## src/rtl/core/sorted_schedule_table_defines.svh

```systemverilog
// Assertion macros shared by the schedule table RTL.
// Each macro expands to one labelled concurrent assertion on clk,
// switched off while arst_n is low.
`ifndef SORTED_SCHEDULE_TABLE_DEFINES_SVH
`define SORTED_SCHEDULE_TABLE_DEFINES_SVH

// Consequent must hold in the same cycle as the antecedent.
`define SST_ASSERT_SAME(lbl, ante, cons, msg) \
	lbl: assert property (@(posedge clk) disable iff (!arst_n) (ante) |-> (cons)) \
		else $error(msg);

// Consequent must hold in the cycle after the antecedent.
`define SST_ASSERT_NEXT(lbl, ante, cons, msg) \
	lbl: assert property (@(posedge clk) disable iff (!arst_n) (ante) |=> (cons)) \
		else $error(msg);

`endif

```

## src/rtl/core/sst_pkg.sv

```systemverilog
package sst_pkg;

	localparam int OP_W      = 2;
	localparam int PLANE_W   = 7;
	localparam int ROUTE_W   = 11;
	localparam int TIME_W    = 32;
	localparam int STATUS_W  = 2;
	localparam int ENTRY_W   = 5;

	localparam int DEF_CAPACITY = 16;

	// opcodes
	localparam logic [OP_W-1:0] OP_INSERT    = 2'd0;
	localparam logic [OP_W-1:0] OP_POP_FIRST = 2'd1;
	localparam logic [OP_W-1:0] OP_POP_LAST  = 2'd2;
	localparam logic [OP_W-1:0] OP_NOP       = 2'd3;

	// status codes
	localparam logic [STATUS_W-1:0] ST_OK    = 2'd0;
	localparam logic [STATUS_W-1:0] ST_FULL  = 2'd1;
	localparam logic [STATUS_W-1:0] ST_EMPTY = 2'd2;

	typedef struct packed {
		logic [PLANE_W-1:0] plane_id;
		logic [ROUTE_W-1:0] route_id;
		logic [TIME_W-1:0]  sched_time;
	} rec_t;

	// broadcast to every cell of the chain
	typedef struct packed {
		logic ins;   // insert, table not full
		logic pop;   // release earliest, table not empty
	} cell_ctrl_t;

endpackage

```

## src/rtl/core/sst_cell.sv

```systemverilog
// One slot of the sorted chain.
module sst_cell (
	input  logic              clk,
	input  sst_pkg::cell_ctrl_t ctrl,
	input  logic              occ,        // slot holds a record
	input  sst_pkg::rec_t     new_rec,
	input  sst_pkg::rec_t     left_rec,
	input  logic              left_after, // new record lands right of left neighbour
	input  sst_pkg::rec_t     right_rec,
	output sst_pkg::rec_t     rec,
	output logic              after       // new record lands right of this slot
);
	import sst_pkg::*;

	rec_t rec_q;

	assign after = occ && (rec_q.sched_time <= new_rec.sched_time);
	assign rec   = rec_q;

	always_ff @(posedge clk) begin
		if (ctrl.ins && !after) begin
			// first slot past the key takes the new record, the rest shift right
			if (left_after) begin
				rec_q <= new_rec;
			end else begin
				rec_q <= left_rec;
			end
		end else if (ctrl.pop) begin
			rec_q <= right_rec;
		end
	end

endmodule

```

## src/rtl/core/sorted_schedule_table.sv

```systemverilog
// Channel   Ports                                         Beat taken when
// -------   --------------------------------------------  ------------------------
// command   start, busy, opcode, plane_id, route_id,      start high, busy low
//           sched_time
// result    done, status, out_plane_id, out_route_id,     done high (one cycle)
//           out_sched_time, entry_count
//
// Every command is finished in the cycle it is taken; its result beat shows on
// done in the cycle after. A command may follow in every cycle, so busy stays low.
// The limit is one 32-bit compare per cell plus the shift select.
// arst_n clears the record count and the result strobe; the slots themselves
// are not cleared, as only slots below the count are ever read.
// The receiver cannot stall: each result beat lasts exactly one cycle.
`include "sorted_schedule_table_defines.svh"

module sorted_schedule_table #(
	parameter int CAPACITY = sst_pkg::DEF_CAPACITY
) (
	input  logic                         clk,
	input  logic                         arst_n,
	input  logic                         start,
	output logic                         busy,
	input  logic [sst_pkg::OP_W-1:0]     opcode,
	input  logic [sst_pkg::PLANE_W-1:0]  plane_id,
	input  logic [sst_pkg::ROUTE_W-1:0]  route_id,
	input  logic [sst_pkg::TIME_W-1:0]   sched_time,
	output logic                         done,
	output logic [sst_pkg::STATUS_W-1:0] status,
	output logic [sst_pkg::PLANE_W-1:0]  out_plane_id,
	output logic [sst_pkg::ROUTE_W-1:0]  out_route_id,
	output logic [sst_pkg::TIME_W-1:0]   out_sched_time,
	output logic [sst_pkg::ENTRY_W-1:0]  entry_count
);
	import sst_pkg::*;

	localparam int CW = $clog2(CAPACITY + 1);  // count, 0..CAPACITY
	localparam int IW = $clog2(CAPACITY);      // slot index

	logic            accept;
	logic            full;
	logic            empty;
	logic [CW-1:0]   count_q;
	logic [CW-1:0]   count_d;
	logic [IW-1:0]   last_idx;
	cell_ctrl_t      ctrl;
	rec_t            new_rec;
	rec_t            res_rec;
	logic [STATUS_W-1:0] res_status;

	rec_t            cell_rec   [CAPACITY];
	rec_t            lft_rec    [CAPACITY];
	rec_t            rgt_rec    [CAPACITY];
	logic            cell_after [CAPACITY];
	logic            lft_after  [CAPACITY];
	logic            cell_occ   [CAPACITY];

	logic                done_q;
	logic [STATUS_W-1:0] status_q;
	rec_t                out_rec_q;
	logic [ENTRY_W-1:0]  entry_q;

	// Every command completes in the cycle it is taken, so never hold the sender off.
	assign busy   = 1'b0;
	assign accept = start && !busy;

	assign full     = (count_q == CW'(CAPACITY));
	assign empty    = (count_q == '0);
	assign last_idx = IW'(count_q - CW'(1));

	assign new_rec.plane_id   = plane_id;
	assign new_rec.route_id   = route_id;
	assign new_rec.sched_time = sched_time;

	assign ctrl.ins = accept && (opcode == OP_INSERT) && !full;
	assign ctrl.pop = accept && (opcode == OP_POP_FIRST) && !empty;

	// Chain of slots: slot 0 holds the earliest time. Slots below the count
	// are occupied; neighbours are wired so that an insert shifts right and a
	// release of the earliest shifts left, all slots at once.
	for (genvar i = 0; i < CAPACITY; i++) begin : g_cell
		assign cell_occ[i] = (count_q > CW'(i));

		if (i == 0) begin : g_head
			assign lft_rec[i]   = new_rec;
			assign lft_after[i] = 1'b1;
		end else begin : g_body
			assign lft_rec[i]   = cell_rec[i-1];
			assign lft_after[i] = cell_after[i-1];
		end

		if (i == CAPACITY - 1) begin : g_tail
			assign rgt_rec[i] = cell_rec[i];
		end else begin : g_mid
			assign rgt_rec[i] = cell_rec[i+1];
		end

		sst_cell u_cell (
			.clk        (clk),
			.ctrl       (ctrl),
			.occ        (cell_occ[i]),
			.new_rec    (new_rec),
			.left_rec   (lft_rec[i]),
			.left_after (lft_after[i]),
			.right_rec  (rgt_rec[i]),
			.rec        (cell_rec[i]),
			.after      (cell_after[i])
		);
	end

	// Decode the command into its result and the next count.
	always_comb begin
		res_status = ST_OK;
		res_rec    = '0;
		count_d    = count_q;
		case (opcode)
			OP_INSERT: begin
				if (full) begin
					res_status = ST_FULL;
				end else begin
					count_d = count_q + CW'(1);
				end
			end
			OP_POP_FIRST: begin
				if (empty) begin
					res_status = ST_EMPTY;
				end else begin
					res_rec = cell_rec[0];
					count_d = count_q - CW'(1);
				end
			end
			OP_POP_LAST: begin
				if (empty) begin
					res_status = ST_EMPTY;
				end else begin
					res_rec = cell_rec[last_idx];
					count_d = count_q - CW'(1);
				end
			end
			OP_NOP: begin
				res_status = ST_OK;
			end
			default: begin
				res_status = ST_OK;
			end
		endcase
	end

	// Count and result strobe: control state, cleared at reset.
	always_ff @(posedge clk or negedge arst_n) begin
		if (!arst_n) begin
			count_q <= '0;
			done_q  <= 1'b0;
		end else begin
			done_q <= accept;
			if (accept) begin
				count_q <= count_d;
			end
		end
	end

	// Result payload: hold until the next command.
	always_ff @(posedge clk) begin
		if (accept) begin
			status_q  <= res_status;
			out_rec_q <= res_rec;
			entry_q   <= ENTRY_W'(count_d);
		end
	end

	assign done           = done_q;
	assign status         = status_q;
	assign out_plane_id   = out_rec_q.plane_id;
	assign out_route_id   = out_rec_q.route_id;
	assign out_sched_time = out_rec_q.sched_time;
	assign entry_count    = entry_q;

	`SST_ASSERT_NEXT(a_beat_follows, accept, done, "result beat missing after command")
	`SST_ASSERT_SAME(a_count_bound, 1'b1, count_q <= CW'(CAPACITY), "count beyond capacity")
	`SST_ASSERT_SAME(a_full_stays, done && (status == ST_FULL), full, "full status on non-full table")
	`SST_ASSERT_SAME(a_empty_stays, done && (status == ST_EMPTY), empty, "empty status on held records")

endmodule
```

## config.mk

```make
export PLATFORM = sky130hd
export DESIGN_NAME = sorted_schedule_table
export DESIGN_NICKNAME = d
export VERILOG_FILES = /design/src/rtl/core/sst_pkg.sv /design/src/rtl/core/sst_cell.sv /design/src/rtl/core/sorted_schedule_table.sv
export VERILOG_INCLUDE_DIRS = /design/src /design/src/rtl/core
export SDC_FILE = /design/constraint.sdc
export NUM_CORES = 2
export LEC_CHECK = 0
export BUFFER_PORTS_ARGS = -buffer_cell sky130_fd_sc_hd__buf_2
export CORE_ASPECT_RATIO = 0.9
export CORE_UTILIZATION = 45
export CTS_CLUSTER_SIZE = 8
export DETAILED_ROUTE_END_ITERATION = 12
export PLACE_DENSITY = 0.64
export SYNTH_ARGS = -nofsm -noshare
export SYNTH_HDL_FRONTEND = slang
export SYNTH_SLANG_ARGS = --single-unit
```

## constraint.sdc

```tcl
create_clock -name clk -period 9.7 [get_ports clk]
set_input_delay 1.94 -clock clk [delete_from_list [all_inputs] [get_ports clk]]
set_output_delay 1.94 -clock clk [all_outputs]
set_load 0.02 [all_outputs]
```

; Yosys cells after proc, flatten, opt, wreduce, memory -nomap -nowiden
; Index checks and enable logic that the tools add are counted.
[totals]
register_bits = 863
inputBits = 55
out_inout_bits = 59
wordCells = 224
[classes]
add_sub_neg = 2
magnitude_cmp = 33
eq_ne = 4
mux = 57
bitwise = 1
n_reduce_logical = 72
[ops]
columns = operator, n
row1 = $mux 50, 49
row2 = $le 32x32->1, 16
row3 = $bmux 50 s4, 1
row4 = $pmux 50 s2, 1
row5 = $gt 5x4->1 const B, 8
row6 = $logic_and 1x1->1, 36
row7 = $reduce_bool 2->1, 15
row8 = $gt 5x3->1 const B, 4
row9 = $logic_not 1->1, 18
row10 = $gt 5x1->1 const B, 2
row11 = $gt 5x2->1 const B, 2
row12 = $mux 5, 2
row13 = $pmux 5 s2, 1
row14 = $pmux 2 s3, 1
row15 = $add 5x1->5 const B, 1
row16 = $eq 5x5->1 const B, 1
row17 = $ge 5x5->1 const B, 1
row18 = $logic_not 5->1, 1
row19 = $not 4->5, 1
row20 = $sub 5x1->5 const B, 1
row21 = $eq 2x2->1 const B, 2
row22 = $eq 2x1->1 const B, 1
row23 = $logic_not 2->1, 1
row24 = $mux 2, 1
row25 = other kinds (2), 2

; Longest topological paths before layout
[logic_depth]
depth_word = 7
mapped_depth = 13
mapped_depth_nobuf = 9

; Cells and area by module
; A second synthesis with hierarchy kept.
[hier_totals]
cells_unflattened = 5193
area_unflattened_um2 = 66118.4
[modules_own_cells]
columns = module, instances, cells_per_inst, area_per_inst_um2, seq_area_each_um2
row1 = sst_cell at g_cell[2].u_cell ..., 8, 283, 3570.9, 1501.4
row2 = sst_cell at g_cell[0].u_cell ..., 8, 279, 3535.9, 1501.4
row3 = sorted_schedule_table, 1, 697, 9263.9, 1861.8

; Worst setup path before layout
; No wires, ideal clock.
[synth_path]
path_kind = input -> register
from = input sched_time[29] in the netlist's numbering
to = register g_cell[2].u_cell.rec_q, in the netlist g_cell[2].u_cell.rec[0] (enable)
setup_time_ns = 0.527
arrival_time_ns = 7.590
required_time_ns = 9.173
slack_ns = 1.583
stages = 11
n_path_buf = 3
cell_sequence = clkbuf_1 inv_1 ha_1 nand4_1 nor4_1 a21boi_0 o31ai_1 and2_1 buf_2 buf_4 o21ai_0
[synth_via]
elab_chain_cells = 5
[synth_rtl]
columns = element, line_no
row1 = start: declaration, sorted_schedule_table.sv:26  ; input logic [sst_pkg::TIME_W-1:0] sched_time,
row2 = $le 32x32->1, sst_cell.sv:17  ; assign after = occ && (rec_q.sched_time <= new_rec.sched_time);
row3 = $logic_and 1x1->1, sst_cell.sv:17
row4 = $logic_not 1->1, sst_cell.sv:21  ; if (ctrl.ins && !after) begin
row5 = $logic_and 1x1->1, sst_cell.sv:21
row6 = $reduce_bool 2->1 (no line), -
row7 = end signal: assignment, sst_cell.sv:24  ; rec_q <= new_rec;
row8 = end signal: assignment, sst_cell.sv:26  ; rec_q <= left_rec;
row9 = end signal: assignment, sst_cell.sv:29  ; rec_q <= right_rec;
row10 = end: declaration, sst_cell.sv:15  ; rec_t rec_q;
; Every way passes these cells.
; A chain may end at the register's enable or synchronous reset.

; Final worst setup path
[layout_path]
from = input sched_time[30] in the netlist's numbering
to = register g_cell[10].u_cell.rec_q, in the netlist g_cell[10].u_cell.rec[23] (data pin)
[layout_via]
elab_chain_cells = 5
elab_cells_between_ends = 8
classes_between = order compare (2) / mux (2) / reduce/logical (4)
[layout_rtl]
columns = element, line_no
row1 = $le 32x32->1, sst_cell.sv:17
row2 = $logic_and 1x1->1, sst_cell.sv:17
row3 = $logic_not 1->1, sst_cell.sv:21
row4 = $logic_and 1x1->1, sst_cell.sv:21
row5 = $mux 50 (*), sst_cell.sv:21
row6 = end signal: assignment, sst_cell.sv:24
row7 = end signal: assignment, sst_cell.sv:26
row8 = end signal: assignment, sst_cell.sv:29
row9 = end: declaration, sst_cell.sv:15
; Mark *: on every way between the ends. The rest lies on a longest branch, timed or not.

==> metrics.md <==
| Metric | Value |
|---|---|
| Status | `finished with violations` |
| Violated checks | `max-capacitance violations, max-slew violations` |
| CTS tree | `done` |
| Syn avg cell area | `10.8 µm²` |
| Synth warn | `0` |
| Worst-path fanout max | `51` |
| Initial antenna violation count | `13` |
| Placed instance area | `67100 µm²` |
| Post-route ant nets | `0` |
| Row count | `131` |
| Max-slew violations | `3` |
| Vias per cell | `7.31` |
| Synth Area in Compound Gates | `14.4%` |
| Gpl congestion | `1.04` |
| Final Cell Area | `70300 µm²` |
| Crit path DAT | `7.38 ns` |
| Max incr delay on CP | `0.89 ns` |
| Max Freq | `145 MHz` |
| DIE WIDTH | `403 µm` |
| Simple-Gate Fraction of Synth Area | `11.3%` |
| Synth area leader | `edfxtp_1` |
| Main combinational cell family by area after synthesis | `multiplexers` |
| WP data required | `10.19 ns` |
| Number of nets in the layout | `6399` |
| Cells after Synth | `6028` |
| Seq/Total Area, Yosys | `39.8%` |
| Mapped Area | `65000 µm²` |
| Clock Skew | `0.0839 ns` |
| Part of the cycle the worst path needs | `71.0%` |
| RSZ-0062 raised after global routing | `no` |
| Worst Reg-to-Reg Cells | `9` |
| Clock sinks | `863` |
| Post-layout util | `49.4%` |
| Htree depth | `3` |
| Vias in the first global route | `53412` |
| Crit path launch type | `primary input` |
| Initial DRT Pass Iterations | `8` |
| Top post-synthesis cells by count | `857 x edfxtp_1, 752 x nand2_1, 523 x ha_1` |
| Initial cell density of the core | `45.6%` |
| Iteration-0 DRC Markers | `8806` |
| Adder-cell share of the synthesized area | `10.1%` |
| Top cell by count, worst path | `buf_4` |
| TritonCTS buffer count | `119` |
| Number of synthesized register bits | `863` |
| Crit path to | `g_cell[10].u_cell.rec[23]` |
| Clk_lat worst skew | `0.82 ns` |
| Slew of the pin with the lowest slew margin | `1.52 ns` |
| Cell Chain, Critical Path | `buf_2, inv_1, ha_1, nand4_1, nor4_4, o31ai_4, buf_4, and2_2, buf_4, a21oi_4, buf_4, mux2_2` |
| Leak | `0.0263 µW` |
| Final Hold Fails | `0` |
| Post-synthesis xor/xnor area fraction | `0.0539%` |
| # port buffers | `112` |
| Core ar. | `142000 µm²` |
| Die Y | `362 µm` |
| Count leader, synth | `edfxtp_1` |
| DRC | `0` |
| Die area | `146000 µm²` |
| Clock buffer depth | `3` |
| Reg2reg start | `count_q[0]` |
| Worst-path clk slew | `0.05 ns` |
| Routed length per placed instance | `35.9 µm` |
| Max-capacitance violation count | `1` |
| Post-CTS Resized | `0` |
| Slew headroom | `-2.42%` |
| CTS Root Cell | `clkbuf_16` |
| Hold Path Class | `reg2reg` |
| Ys async rst share | `0.695%` |
| Area Growth Syn to Fin | `8.24%` |
| Gr usage total | `37.1%` |
| Type of the worst setup path | `in2reg` |
| CP max stage cell | `buf_4` |
| Critical Path End Type | `flop` |
| Crit path launch | `sched_time[30]` |
| Power Density | `282 nW/µm²` |
| # hold bufs at CTS | `0` |
| Post-CTS Setup Bufs | `0` |
| Ratio of cells with drive above 1 in the final layout | `18.0%` |
| # IOs | `114` |
| IR drop worst, VDD | `0.448 mV` |
| Netlist cell types | `78` |
| Synth top area share | `39.6%` |
| Final setup TNS | `0 ns` |
| Final min period | `6.89 ns` |
| Final WL | `277 mm` |
| Post-DP HPWL | `176 mm` |
| First-pass GRT wire length | `392 mm` |
| Post-Syn Nets | `6606` |
| Ys flop type | `edfxtp_1` |
| R2r endpoint | `g_cell[0].u_cell.rec[13]` |
| Largest net degree at the start of global routing | `71` |
| Number of flops mapped to enable cells by yosys | `857` |
| Setup-failing EPs final | `0` |
| DR vias | `56385` |
| Post-synthesis mux area share | `20.4%` |
| Synth area leaders | `edfxtp_1 40%, ha_1 10%, mux2_2 7.1%` |
| Worst R2R Setup Slack | `3.39 ns` |
| Overflow after GRT | `0` |
kinds of logic (layout without fill, tap and decap cells):
kind of cell,after synthesis,count (layout)
and+or+nand+nor,1548,1548
AOI/OAI and AO/OA,1438,1438
muxes,1022,1022
DFF,863,863
buffers and inverters,629,451
adders and majority gates,523,523
xor gates and xnor gates,4,4
other,1,4
placed cells by master, fill, tap and decap left out, types with 14 or more instances in the layout:
cell type / count
o21ai_0: 409
nand2_1: 737
a21oi_1: 300
a32oi_1: 51
mux2_1: 26
nor4_1: 14
clkbuf_1: 22
nand4_1: 168
edfxtp_1: 857
nor3_1: 19
mux2i_1: 389
buf_4: 118
a311o_1: 48
o311ai_0: 50
nor2b_1: 23
a21o_1: 56
a211oi_1: 17
mux2_2: 407
buf_2: 111
o2111ai_1: 52
o211ai_1: 119
a221o_1: 57
and3_1: 56
mux4_2: 200
nand3b_1: 53
a221oi_1: 59
a31oi_1: 57
nor2_1: 213
clkbuf_16: 119
ha_1: 520
o21ai_1: 71
and4_1: 58
and2_1: 26
nand3_1: 105
inv_1: 70
flip-flops by register name (all words and copies together), names as in the netlist:
| name | cells |
|---|---|
| status | 2 |
| done | 1 |
| out_plane_id | 7 |
| entry_count | 5 |
| out_sched_time | 32 |
| g_cell.u_cell.rec | 800 |
| out_route_id | 11 |
| count_q | 5 |
report_power, final:
group | switching (µW) | internal, µW
combinational | 6470 | 3730
clock | 1760 | 2190
sequential | 670 | 5020
metrics by stage:
stage	cells	total power, µW	setup slack (ns)	hold WS [ns]
5_1_grt	7713	20300	2.85	0.593
3_3_place_gp	7562	15400	1.92	0.555
3_5_place_dp	7562	15500	1.84	0.562
2_1_floorplan	6028	12000	1.58	0.535
6_report	7715	19800	2.81	0.573
4_1_cts	7712	19400	2.67	0.576
routing by layer:
metal	GRT usage, %	vias up	routed length, µm	part of all wire [%]
met5	0.662	-	174	0.063
met4	18.5	10	16700	6.0
met3	12.5	978	41100	15
met2	52.5	4711	113000	41
met1	50.2	27510	106000	38
li1	-	23176	-	-
how the worst min path moves through the flow:
stage                              startpoint                   endpoint  depth (start not counted)
detailed placement  g_cell[15].u_cell.rec[36]  g_cell[14].u_cell.rec[36]                          1
global placement    g_cell[15].u_cell.rec[33]  g_cell[14].u_cell.rec[33]                          1
global route        g_cell[15].u_cell.rec[33]  g_cell[14].u_cell.rec[33]                          1
CTS                  g_cell[9].u_cell.rec[47]   g_cell[8].u_cell.rec[47]                          2
finish               g_cell[9].u_cell.rec[47]   g_cell[8].u_cell.rec[47]                          2
floorplan           g_cell[14].u_cell.rec[32]  g_cell[13].u_cell.rec[32]                          2
cell type report:
| cell class | count | area, µm² |
|---|---|---|
| clock buffers | 141 | 3060 |
| clock inverters | 9 | 178 |
| diodes | 3 | 7.51 |
| fillers | 12645 | 72100 |
| flip-flops and latches | 863 | 25900 |
| well taps | 1862 | 2330 |
| multi-input cells | 4536 | 37100 |
| inverters | 71 | 267 |
| repair buffers | 230 | 1460 |
worst max-delay path: cells and delay by family:
| family | cells | cell delay (ns) |
|---|---|---|
| mux | 1 | 0.43 |
| simple gates | 3 | 1.46 |
| fa+ha+maj | 1 | 0.47 |
| compound gates | 2 | 0.41 |
| buf+inv | 5 | 2.54 |
No activity file was read; power rests on OpenSTA's default activity.
